### config.mk
export PLATFORM = sky130hd
export DESIGN_NAME = literal_pattern_matcher
export DESIGN_NICKNAME = d
export VERILOG_FILES = /design/src/hw/rtl/lpm_pkg.sv /design/src/hw/rtl/lpm_cell.sv /design/src/hw/rtl/literal_pattern_matcher.sv
export SDC_FILE = /design/constraint.sdc
export NUM_CORES = 2
export LEC_CHECK = 0
export BUFFER_PORTS_ARGS = -buffer_cell sky130_fd_sc_hd__buf_2
export CAP_MARGIN = 30
export CORE_MARGIN = 2
export CORE_UTILIZATION = 30
export DETAILED_ROUTE_END_ITERATION = 6
export HOLD_SLACK_MARGIN = 0.06
export PLACE_DENSITY = 0.54
export SLEW_MARGIN = 40
export SYNTH_ARGS = -nofsm -noshare
export SYNTH_HDL_FRONTEND = slang
export SYNTH_SLANG_ARGS = --single-unit
### constraint.sdc
create_clock -name clk_i -period 6.6 [get_ports clk_i]
set_clock_uncertainty 0.15 [all_clocks]
set_input_delay 0.66 -clock clk_i [delete_from_list [all_inputs] [get_ports clk_i]]
set_output_delay 0.66 -clock clk_i [all_outputs]
set_load 0.01 [all_outputs]
### src/hw/rtl/lpm_pkg.sv
// shared types and constants of the literal pattern matcher
// used by lpm_cell and literal_pattern_matcher; no dependencies
package lpm_pkg;

  localparam int unsigned MODE_W     = 3;
  localparam int unsigned LEN_W      = 6;
  localparam int unsigned CFG_IDX_W  = 3;
  localparam int unsigned CFG_DATA_W = 64;
  localparam int unsigned PAT_WORDS  = 4;
  localparam int unsigned PAT_BYTES  = 32;
  localparam int unsigned PAT_IDX_W  = 5;

  typedef enum logic [MODE_W-1:0] {
    MATCH_EXACT     = 3'd1,
    MATCH_PREFIX    = 3'd2,
    MATCH_SUFFIX    = 3'd3,
    MATCH_SUBSTRING = 3'd4
  } mode_e;

  typedef enum logic [CFG_IDX_W-1:0] {
    CFG_MATCH_MODE = 3'd0,
    CFG_PAT_LENGTH = 3'd1,
    CFG_PAT_WORD0  = 3'd2,
    CFG_PAT_WORD1  = 3'd3,
    CFG_PAT_WORD2  = 3'd4,
    CFG_PAT_WORD3  = 3'd5
  } cfg_idx_e;

  // per-word control broadcast to every window cell
  typedef struct packed {
    logic shift;  // a subject byte enters the window
    logic clear;  // subject ends, window returns to zero
  } cell_ctrl_t;

endpackage

### src/hw/rtl/lpm_cell.sv
// one window cell of the literal pattern matcher: holds one recent byte
// and compares it with its aligned pattern byte; uses lpm_pkg
module lpm_cell
  import lpm_pkg::*;
(
  input  logic       clk_i,
  input  logic       rst_ni,
  input  cell_ctrl_t ctrl_i,
  input  logic [7:0] byte_i,
  input  logic [7:0] target_i,
  input  logic       active_i,
  output logic [7:0] byte_o,
  output logic       hit_o
);

  logic [7:0] byte_q;
  logic [7:0] byte_d;
  logic [7:0] win;

  // window content as seen after this word's byte
  assign win    = ctrl_i.shift ? byte_i : byte_q;
  assign byte_d = ctrl_i.clear ? 8'h00 : win;
  assign hit_o  = !active_i || (win == target_i);
  assign byte_o = byte_q;

  always_ff @(posedge clk_i or negedge rst_ni) begin
    if (!rst_ni) begin
      byte_q <= 8'h00;
    end else begin
      byte_q <= byte_d;
    end
  end

endmodule

### src/hw/rtl/literal_pattern_matcher.sv
// top level of the literal pattern matcher: config registers, window chain,
// subject flags and result buffer; uses lpm_pkg and lpm_cell
//
// usage:
//   s_axis carries one subject byte per word: tdata = the byte, tuser = byte
//   present, tlast = end of subject; a word with tuser low and tlast high
//   closes an empty subject, a word with both low changes nothing
//   m_axis carries one word per subject, on the word with tlast set;
//   tdata bit 0 = matched, upper bits zero
//   cfg channel writes register cfg_index_i (0 mode, 1 length, 2..5
//   pattern words) with cfg_data_i; it is always ready, unused indexes drop
// throughput: one input word per cycle while s_axis_tready_o is high; the window compare runs
//   in parallel across PATTERN_MAX cells that shift every accepted byte
// result: the match bit of the closing word is registered into the result buffer
// stall: results queue in a two-entry buffer (output register plus skid);
//   s_axis_tready_o only drops while both entries hold a result
// reset: mode exact, empty pattern, window and flags cleared, no result
//   pending; after each closing word the subject state clears again
module literal_pattern_matcher
  import lpm_pkg::*;
#(
  parameter int unsigned PATTERN_MAX = 32
) (
  input  logic                  clk_i,
  input  logic                  rst_ni,
  // input stream
  input  logic                  s_axis_tvalid_i,
  output logic                  s_axis_tready_o,
  input  logic [7:0]            s_axis_tdata_i,   // [7:0] data_byte
  input  logic                  s_axis_tuser_i,   // [0] byte_present
  input  logic                  s_axis_tlast_i,   // end_of_subject
  // result stream
  output logic                  m_axis_tvalid_o,
  input  logic                  m_axis_tready_i,
  output logic [7:0]            m_axis_tdata_o,   // [0] matched, [7:1] zero
  // configuration write channel
  input  logic                  cfg_valid_i,
  output logic                  cfg_ready_o,
  input  logic [CFG_IDX_W-1:0]  cfg_index_i,
  input  logic [CFG_DATA_W-1:0] cfg_data_i
);

  // byte count saturates at PATTERN_MAX+1
  localparam int unsigned CntW = $clog2(PATTERN_MAX + 2);
  // common width for length compares
  localparam int unsigned CmpW = (CntW > LEN_W) ? CntW : LEN_W;

  // reads a pattern byte, positions past the stored pattern read as zero
  function automatic logic [7:0] pat_byte(input logic [PAT_BYTES*8-1:0] flat,
                                          input logic [CmpW-1:0] pos);
    logic [PAT_IDX_W-1:0] idx;
    idx = pos[PAT_IDX_W-1:0];
    if (pos >= CmpW'(PAT_BYTES)) begin
      return 8'h00;
    end
    return flat[idx*8 +: 8];
  endfunction

  // configuration registers
  logic [MODE_W-1:0]                    mode_q;
  logic [LEN_W-1:0]                     len_q;
  logic [PAT_WORDS-1:0][CFG_DATA_W-1:0] pat_word_q;
  logic [PAT_BYTES*8-1:0]               pat_flat;

  // subject state
  logic [CntW-1:0] seen_q, seen_d, seen_inc;
  logic            head_q, head_d;
  logic            found_q, found_d;

  // result buffer
  logic main_v_q, main_v_d, skid_v_q, skid_v_d;
  logic main_q, main_d, skid_q, skid_d;

  logic            in_acc, out_acc, push, res;
  logic            present, last_w;
  logic [CmpW-1:0] used_len, len_ext, seen_cmp, seen_new_cmp;
  logic            tail_ok;
  logic            head_miss;
  cell_ctrl_t      ctrl;

  logic [PATTERN_MAX-1:0][7:0] cell_byte;
  logic [PATTERN_MAX-1:0]      cell_hit;

  assign cfg_ready_o     = 1'b1;
  assign s_axis_tready_o = !skid_v_q;
  assign m_axis_tvalid_o = main_v_q;
  assign m_axis_tdata_o  = {7'b0, main_q};

  assign in_acc  = s_axis_tvalid_i && s_axis_tready_o;
  assign out_acc = main_v_q && m_axis_tready_i;
  assign present = s_axis_tuser_i;
  assign last_w  = s_axis_tlast_i;
  assign push    = in_acc && last_w;

  assign ctrl.shift = in_acc && present;
  assign ctrl.clear = in_acc && last_w;

  assign pat_flat = pat_word_q;

  // pattern length in force, capped at the window depth
  assign len_ext  = CmpW'(len_q);
  assign used_len = (len_ext > CmpW'(PATTERN_MAX)) ? CmpW'(PATTERN_MAX) : len_ext;

  // window chain: cell k holds the k-th newest byte
  for (genvar k = 0; k < PATTERN_MAX; k++) begin : g_cell
    logic [7:0]      chain_in;
    logic [CmpW-1:0] pos;
    logic            active;

    if (k == 0) begin : g_head
      assign chain_in = s_axis_tdata_i;
    end else begin : g_body
      assign chain_in = cell_byte[k-1];
    end

    // the newest byte lines up with the last pattern byte
    assign active = used_len > CmpW'(k);
    assign pos    = used_len - CmpW'(k + 1);

    lpm_cell u_cell (
      .clk_i    (clk_i),
      .rst_ni   (rst_ni),
      .ctrl_i   (ctrl),
      .byte_i   (chain_in),
      .target_i (pat_byte(pat_flat, pos)),
      .active_i (active),
      .byte_o   (cell_byte[k]),
      .hit_o    (cell_hit[k])
    );
  end

  // byte count after this word
  assign seen_inc     = (seen_q == CntW'(PATTERN_MAX + 1)) ? seen_q : seen_q + 1'b1;
  assign seen_d       = present ? seen_inc : seen_q;
  assign seen_cmp     = CmpW'(seen_q);
  assign seen_new_cmp = CmpW'(seen_d);

  // newest used_len bytes equal the pattern
  assign tail_ok = (seen_new_cmp >= used_len) && (&cell_hit);

  // leading byte disagrees with the pattern at its position
  assign head_miss = present && (seen_cmp < used_len) &&
                     (s_axis_tdata_i != pat_byte(pat_flat, seen_cmp));

  assign head_d  = head_q && !head_miss;
  assign found_d = found_q || (present && (used_len != '0) && tail_ok);

  always_comb begin
    case (mode_q)
      MATCH_EXACT:     res = (seen_new_cmp == used_len) && head_d;
      MATCH_PREFIX:    res = (seen_new_cmp >= used_len) && head_d;
      MATCH_SUFFIX:    res = tail_ok;
      MATCH_SUBSTRING: res = (used_len == '0) || found_d;
      default:         res = 1'b0;
    endcase
  end

  // two-entry result buffer, output register first
  always_comb begin
    main_v_d = main_v_q;
    main_d   = main_q;
    skid_v_d = skid_v_q;
    skid_d   = skid_q;
    if (out_acc) begin
      if (skid_v_q) begin
        main_d   = skid_q;
        skid_v_d = 1'b0;
      end else begin
        main_v_d = push;
        main_d   = res;
      end
    end else if (push) begin
      if (!main_v_q) begin
        main_v_d = 1'b1;
        main_d   = res;
      end else begin
        skid_v_d = 1'b1;
        skid_d   = res;
      end
    end
  end

  always_ff @(posedge clk_i or negedge rst_ni) begin
    if (!rst_ni) begin
      main_v_q <= 1'b0;
      skid_v_q <= 1'b0;
    end else begin
      main_v_q <= main_v_d;
      skid_v_q <= skid_v_d;
    end
  end

  // result payload, no reset needed
  always_ff @(posedge clk_i) begin
    main_q <= main_d;
    skid_q <= skid_d;
  end

  // subject flags, cleared when a subject closes
  always_ff @(posedge clk_i or negedge rst_ni) begin
    if (!rst_ni) begin
      seen_q  <= '0;
      head_q  <= 1'b1;
      found_q <= 1'b0;
    end else if (in_acc) begin
      if (last_w) begin
        seen_q  <= '0;
        head_q  <= 1'b1;
        found_q <= 1'b0;
      end else begin
        seen_q  <= seen_d;
        head_q  <= head_d;
        found_q <= found_d;
      end
    end
  end

  // configuration registers
  always_ff @(posedge clk_i or negedge rst_ni) begin
    if (!rst_ni) begin
      mode_q     <= MATCH_EXACT;
      len_q      <= '0;
      pat_word_q <= '0;
    end else if (cfg_valid_i && cfg_ready_o) begin
      case (cfg_index_i)
        CFG_MATCH_MODE: mode_q        <= cfg_data_i[MODE_W-1:0];
        CFG_PAT_LENGTH: len_q         <= cfg_data_i[LEN_W-1:0];
        CFG_PAT_WORD0:  pat_word_q[0] <= cfg_data_i;
        CFG_PAT_WORD1:  pat_word_q[1] <= cfg_data_i;
        CFG_PAT_WORD2:  pat_word_q[2] <= cfg_data_i;
        CFG_PAT_WORD3:  pat_word_q[3] <= cfg_data_i;
        default: ;
      endcase
    end
  end

endmodule

* Yosys cells after proc, flatten, opt, wreduce, memory -nomap -nowiden *
Cells that the tools add are included.

word-level totals
  register bits = 533
  output and inout bits = 11
  word-level logic and storage cells = 502

cells by class
  $add $sub $neg = 33
  order comparisons = 68
  equal/unequal tests = 46
  shift operators = 33
  multiplexer cells = 180
  bitwise logic cells = 1
  reduce and logical (&&, ||, !) cells = 96

operators by type and width
  kind                 count
  $shiftx 256x9->8     33
  $mux 8               130
  $eq 8x8->1           32
  $ge 6x6->1 const B   33
  $gt 6x5->1 const B   16
  $sub 6x5->6 const B  16
  $gt 6x4->1 const B   8
  $sub 6x4->6 const B  8
  $mux 1               45
  $logic_not 1->1      34
  $logic_or 1x1->1     34
  $reduce_and 32->1    1
  $gt 6x3->1 const B   4
  $mux 6               4
  $sub 6x3->6 const B  4
  $reduce_and 2->1     9
  $eq 3x2->1 const B   4
  $gt 6x1->1 const B   2
  $gt 6x2->1 const B   2
  $logic_and 1x1->1    12
  $sub 6x2->6 const B  2
  $eq 3x3->1 const B   3
  $ne 8x8->1           1
  $add 6x1->6 const B  1
  17 further kinds     19

* Logic depth before layout (Yosys ltp) *
  depth in word-level cells = 17
  gate-level depth with buffers = 27
  mapped depth without buffers = 17

* Hierarchy *
Synthesis repeated with hierarchy kept, for this count alone.

unflattened totals
  cells, all modules = 4186
  area total of the unflattened synthesis = 42035.3 µm²

by module, submodules not included
  module                   instances  cells each  area an instance (µm²)  sequential area each (µm²)
  literal_pattern_matcher  1          3002        28822.6                 6944.2
  lpm_cell                 32         37          412.9                   200.2

* Worst setup path after synthesis *
Ideal clock, no wire load.

  kind = register to register
  start = register len_q[5], in the netlist len_ext[5]
  end = register main_q (data pin)
  arrival = 5.367 ns
  data required time = 6.188 ns
  path slack = 0.821 ns
  cell stages (with the launch flop) = 26
  buffers on the path = 10
  clock period less this slack = 5.779 ns
  cell sequence = dfrtp_1 -> nand2b_1 -> clkbuf_1 -> inv_1 -> buf_2 -> buf_1 -> clkbuf_1 -> buf_1 -> ha_1 -> buf_2 -> clkbuf_1 -> and2_1 -> clkbuf_1 -> mux2i_1 -> clkbuf_1 -> buf_2 -> o21ai_0 -> o21ai_0 -> nor2_1 -> o211ai_1 -> a32oi_1 -> a32o_1 -> nand4_1 -> o31ai_1 -> a31o_1 -> mux2_1

on the way
  cells in the longest elaborated chain, start to end = 17

RTL lines
  item                                                                  RTL line                        text
  start, declared                                                       literal_pattern_matcher.sv:61   logic [LEN_W-1:0] len_q;
  start signal, assigned                                                literal_pattern_matcher.sv:227  CFG_PAT_LENGTH: len_q <= cfg_data_i[LEN_W-1:0];
  $gt 6x6->1                                                            literal_pattern_matcher.sv:102  assign used_len = (len_ext > CmpW'(PATTERN_MAX)) ? CmpW'(PATTERN_MAX) : len_ext;
  $mux 6 (*)                                                            literal_pattern_matcher.sv:102
  parallel branches: the longest is 11 deep, another holds $sub 6x1->6  n/a
  $pmux 1 s4 (*)                                                        literal_pattern_matcher.sv:149  case (mode_q)
  net res                                                               literal_pattern_matcher.sv:74   logic in_acc, out_acc, push, res;
  $mux 1                                                                literal_pattern_matcher.sv:173  if (!main_v_q) begin
  $mux 1                                                                literal_pattern_matcher.sv:172  end else if (push) begin
  $mux 1 (*)                                                            literal_pattern_matcher.sv:164  if (out_acc) begin
  net main_d                                                            literal_pattern_matcher.sv:72   logic main_q, main_d, skid_q, skid_d;
  end signal, assigned                                                  literal_pattern_matcher.sv:195  main_q <= main_d;
  end, declared                                                         literal_pattern_matcher.sv:72

Mark *: on every way through the listed nets, which the timed path passes. The select of a mux whose other input is x is not followed.
A chain may end at the register's enable or synchronous reset.

* Worst setup path after layout *
Same ends and word-level chain as after synthesis.

==> results by group <==
Drt
  – DRT antenna net count: 0
  – Count of vias placed by the detailed router: about 53000
  – Violation count after the first detailed-routing iteration: 7803
  – Sum of routed wire length over all layers: around 360 mm
  – Wirelength per Cell: 45.21 µm
  – Detail-routed via count per cell: between 6 and 7
  – Number of search-and-repair iterations in the first detailed-routing pass: 7
  – DRC violation count after routing: 5

Final layout
  – Final core utilization: 35.71%
  – Net count reported at finish: about 5800
  – Final Cell Area: roughly 59000 µm²
  – Area growth syn-to-layout: 18.67%
  – Fraction of layout instances using a drive strength above 1: approximately 25%
  – Count of fill cells added during filler insertion: ~17000

Placed design
  – Final weighted congestion in routability-driven placement: ~1.1
  – Total of buffers placed on input and output ports: 84
  – Half-perimeter wire length after placement: between 200 and 300 mm
  – Cell area reported after detailed placement: 56090 µm²

Power and ir drop
  – Switching power share of the total: between 50% and 60%
  – Pint: about 13 mW
  – Pwr per Cell Area: 483.4 nW/µm²
  – Share of power burned in the clock network: approximately 14%
  – Reported net switching power: 15.75 mW
  – IR drop worst, VDD: ~0.00027 V
  – Leakage Power: roughly 25 nW
  – Portion of total power attributed to sequential cells: 17.6%
  – Part of the total power dissipated in combinational logic: between 60% and 70%

Logic synthesis
  – List of most frequent post-synthesis cells: 529 x sky130_fd_sc_hd__dfrtp_1, 483 x sky130_fd_sc_hd__nor2_1, 478 x sky130_fd_sc_hd__mux2i_1
  – FF+latch count, synth: 533
  – Number of instances in the synthesized netlist: roughly 5400
  – Number of distinct library cell variants in the gate-level netlist after synthesis: 114
  – Warning count from the yosys run: 0
  – Cell taking the most area after synthesis: sky130_fd_sc_hd__dfrtp_1
  – Post-synth design cell area: slightly below 50000 µm²
  – Syn avg cell area: about 9.1 µm²
  – Main synth FF type: sky130_fd_sc_hd__dfrtp_1
  – Sequential area share after synthesis: a little over a quarter
  – Top cell type's share of synthesized area: approximately 27%
  – Top cells by area in the synthesized netlist: sky130_fd_sc_hd__dfrtp_1 27%, sky130_fd_sc_hd__mux2i_1 9.7%, sky130_fd_sc_hd__mux4_2 7.5%
  – Most frequent cell after synthesis: sky130_fd_sc_hd__dfrtp_1
  – Async SR Flop Fraction: between 90 and 100%
  – Count of flip-flops with a built-in enable after synthesis: 2

Run status
  – Status: complete, but fails checks
  – Failing checks: design-rule violations

Job
  – Count of max-cap constraint violations: 0

Setup path
  – Worst Reg-to-Reg Cells: 23
  – Crit path largest cell delay: 620 ps
  – Worst reg2reg endpoint: main_q$_DFFE_PP_
  – Arrival @ worst endpoint: 6900 ps
  – Timing startpoint of the critical path: len_ext[5]$_DFFE_PN0P_
  – CP Launch Type: flip-flop
  – Most prevalent standard cell on the critical path: sky130_fd_sc_hd__buf_4
  – Endpoint required time on the critical path: 7040 ps
  – Kind of end point of the critical path: flip-flop
  – Critical path start-end classification: flip-flop to flip-flop
  – Chain of cells forming the critical path: nand2b_1, inv_1, buf_4, ha_1, nand2_1, xnor2_1, buf_4, or3_1, buf_4, o22ai_1, nor3_1, buf_4, xor2_1, nand4_1, o21ai_0, o2111ai_1, buf_4, nor4b_2, nand4_1, buf_4, o31ai_1, a31o_1, mux2_1
  – Combined buffer and inverter count along the critical path: 7
  – Cell with the biggest individual delay on the critical path: sky130_fd_sc_hd__nor3_1
  – Largest fanout of any net on the critical path: 21
  – Launching point of the worst reg2reg path: len_ext[5]$_DFFE_PN0P_
  – Worst reg-to-reg setup slack: 140 ps
  – Critical path's top delay family: simple AND/OR/NAND/NOR gates

Timing
  – Ratio of final minimum period to clock period: between 90% and 100%
  – Pins Over Slew Limit: 0
  – Setup repair after global routing missed its margin: no
  – Hold Worst Slack: about 110 ps
  – Worst slew pin tran: ~1000 ps
  – Setup_tns: 0 ps
  – Tightest slew margin relative to the limit: between 30% and 40%
  – Upper clock frequency limit: ~0.15 GHz
  – Total of endpoints with negative setup slack in the final report: 0
  – Post-layout min period: 6461 ps
  – Number of hold violations in the final report: 0

Global route
  – Initial antenna violation count: 28
  – Grt ovf: 0
  – Number of global-route vias before repair: about 50000
  – Global-route wire length before repair: between 400 and 500 mm
  – Global-route total usage across every layer: 41.66%
  – Largest net degree at the start of global routing: 140

Min path
  – Depth of the worst hold-timing path: 3
  – Worst hold start: cfg_data_i[38]
  – Class of the worst hold path: input port to flip-flop
  – Worst-case hold path end point: pat_flat[166]$_DFFE_PN0P_

CTS
  – Clock tree from TritonCTS: built
  – CTS clk-pin slew, worst paths: 60 ps
  – Clock Path Buffers: 3
  – Total number of clock tree sinks: roughly 530
  – Post CTS Setup Buffer Count: 0
  – Clock Latency Late Sink: ~730 ps
  – Cell at the root of the clock tree: sky130_fd_sc_hd__clkbuf_16
  – H-tree depth: 3
  – Total CTS buffers: 67

Die
  – Die Y: 410.1 µm
  – Starting Density: between 30% and 40%
  – Placeable Area: between 150000 and 200000 µm²
  – DIE AREA: roughly 170000 µm²
  – Row cnt: 149
  – Overall die width: 410.1 µm
  – Boundary pin count: 93
==> tightest hold or removal path, delay by kind of cell <==
kind / cells / cell delay [ps]
compound gates: 1 / 60
buf+inv: 1 / 150
simple gates: 1 / 60
==> how the worst max path moves through the flow <==
| stage | to | slack, ps | depth (start not counted) |
|---|---|---|---|
| 4_1_cts | main_q$_DFFE_PP_ | 100 | 19 |
| 3_3_place_gp | main_q$_DFFE_PP_ | -200 | 18 |
| 3_5_place_dp | main_q$_DFFE_PP_ | 140 | 22 |
| 5_1_grt | main_q$_DFFE_PP_ | 20 | 22 |
| 2_1_floorplan | main_q$_DFFE_PP_ | 820 | 25 |
| 6_report | main_q$_DFFE_PP_ | 140 | 23 |
==> layout by cell type, fill, tap and decap left out, drive strengths merged, types with 19 or more instances in the layout <==
cell type	instances
and2	20
nand3b	116
o21a	25
nand4	59
nor3	102
a221oi	28
a22oi	275
a21oi	230
xor2	113
xnor2	163
a22o	87
nand3	137
nand2	302
dlygate4sd3	21
nor2	486
ha	20
a2bb2oi	45
o21ai	239
o2111ai	50
a222oi	24
o22ai	171
a2111oi	19
o211ai	82
a211oi	76
a211o	22
mux2	307
mux4	164
clkinv	19
nor3b	33
nand2b	32
mux2i	478
inv	42
dfrtp	529
buf	685
clkbuf	96
nor2b	31
a31oi	25
or2	42
nor4	52
==> kinds of logic (layout without fill, tap and decap cells) <==
| kind of cell | count (synthesis) | after routing | share of synthesized area [%] |
|---|---|---|---|
| flops | 533 | 533 | 26.98 |
| buf+inv | 575 | 870 | 5.411 |
| other cells | 2 | 23 | 0.01518 |
| xor+xnor | 276 | 276 | 4.900 |
| mux | 949 | 949 | 24.12 |
| simple gates | 1508 | 1508 | 15.35 |
| fa+ha+maj | 21 | 21 | 0.5259 |
| compound gates | 1583 | 1583 | 22.70 |
==> metrics by stage <==
stage / instances / power, mW / worst slack [ps]
finish: 7952 / 28.39 / 139.3
global route: 7937 / 28.67 / 21.42
CTS: 7933 / 27.49 / 102.2
detailed placement: 7792 / 23.54 / 139.8
global placement: 7779 / 23.49 / -203.6
floorplan: 5453 / 13.19 / 821.3
==> sequential cells by signal (all words and copies together), names as in the netlist, 3 cells and up <==
register	flops
seen_cmp	6
len_ext	6
g_cell.u_cell.byte_o	256
pat_flat	256
mode_q	3
==> power by group through the flow <==
stage / clock (mW) / combinational (mW) / sequential [mW]
final: 3.89 / 19.5 / 5.01
after global routing: 4.06 / 19.6 / 4.99
after CTS: 3.95 / 18.6 / 4.95
after detailed placement: 0 / 18.5 / 5.01
after global placement: 0 / 18.5 / 5.00
after floorplan: 0 / 9.05 / 4.14
==> timing repair <==
action                                  in CTS  in global routing
endpoints found under the hold margin      155                  0
hold buffers                                21                  0
gates resized for setup                      0                  4
endpoints found under the setup margin       0                  3
==> layer usage <==
metal	track usage (%)	part of all wire (%)	vias up
met5	0.2299	0.099	-
met3	11.80	10	819
met1	53.37	40	27630
li1	-	-	21480
met2	59.75	41	3494
met4	29.91	8.8	18
==> final cells by class <==
class / count / area, µm² / area share [%]
Multi-Input combinational cell: 4345 / 33910 / 57.74
Sequential cell: 533 / 13380 / 22.78
Timing Repair Buffer: 707 / 6212 / 10.58
Tap cell: 2189 / 2739 / 4.664
Clock buffer: 95 / 1952 / 3.324
Clock inverter: 25 / 327.8 / 0.5583
Inverter: 43 / 166.4 / 0.2834
Antenna cell: 15 / 37.54 / 0.06392
No activity file was read; power rests on OpenSTA's default activity.
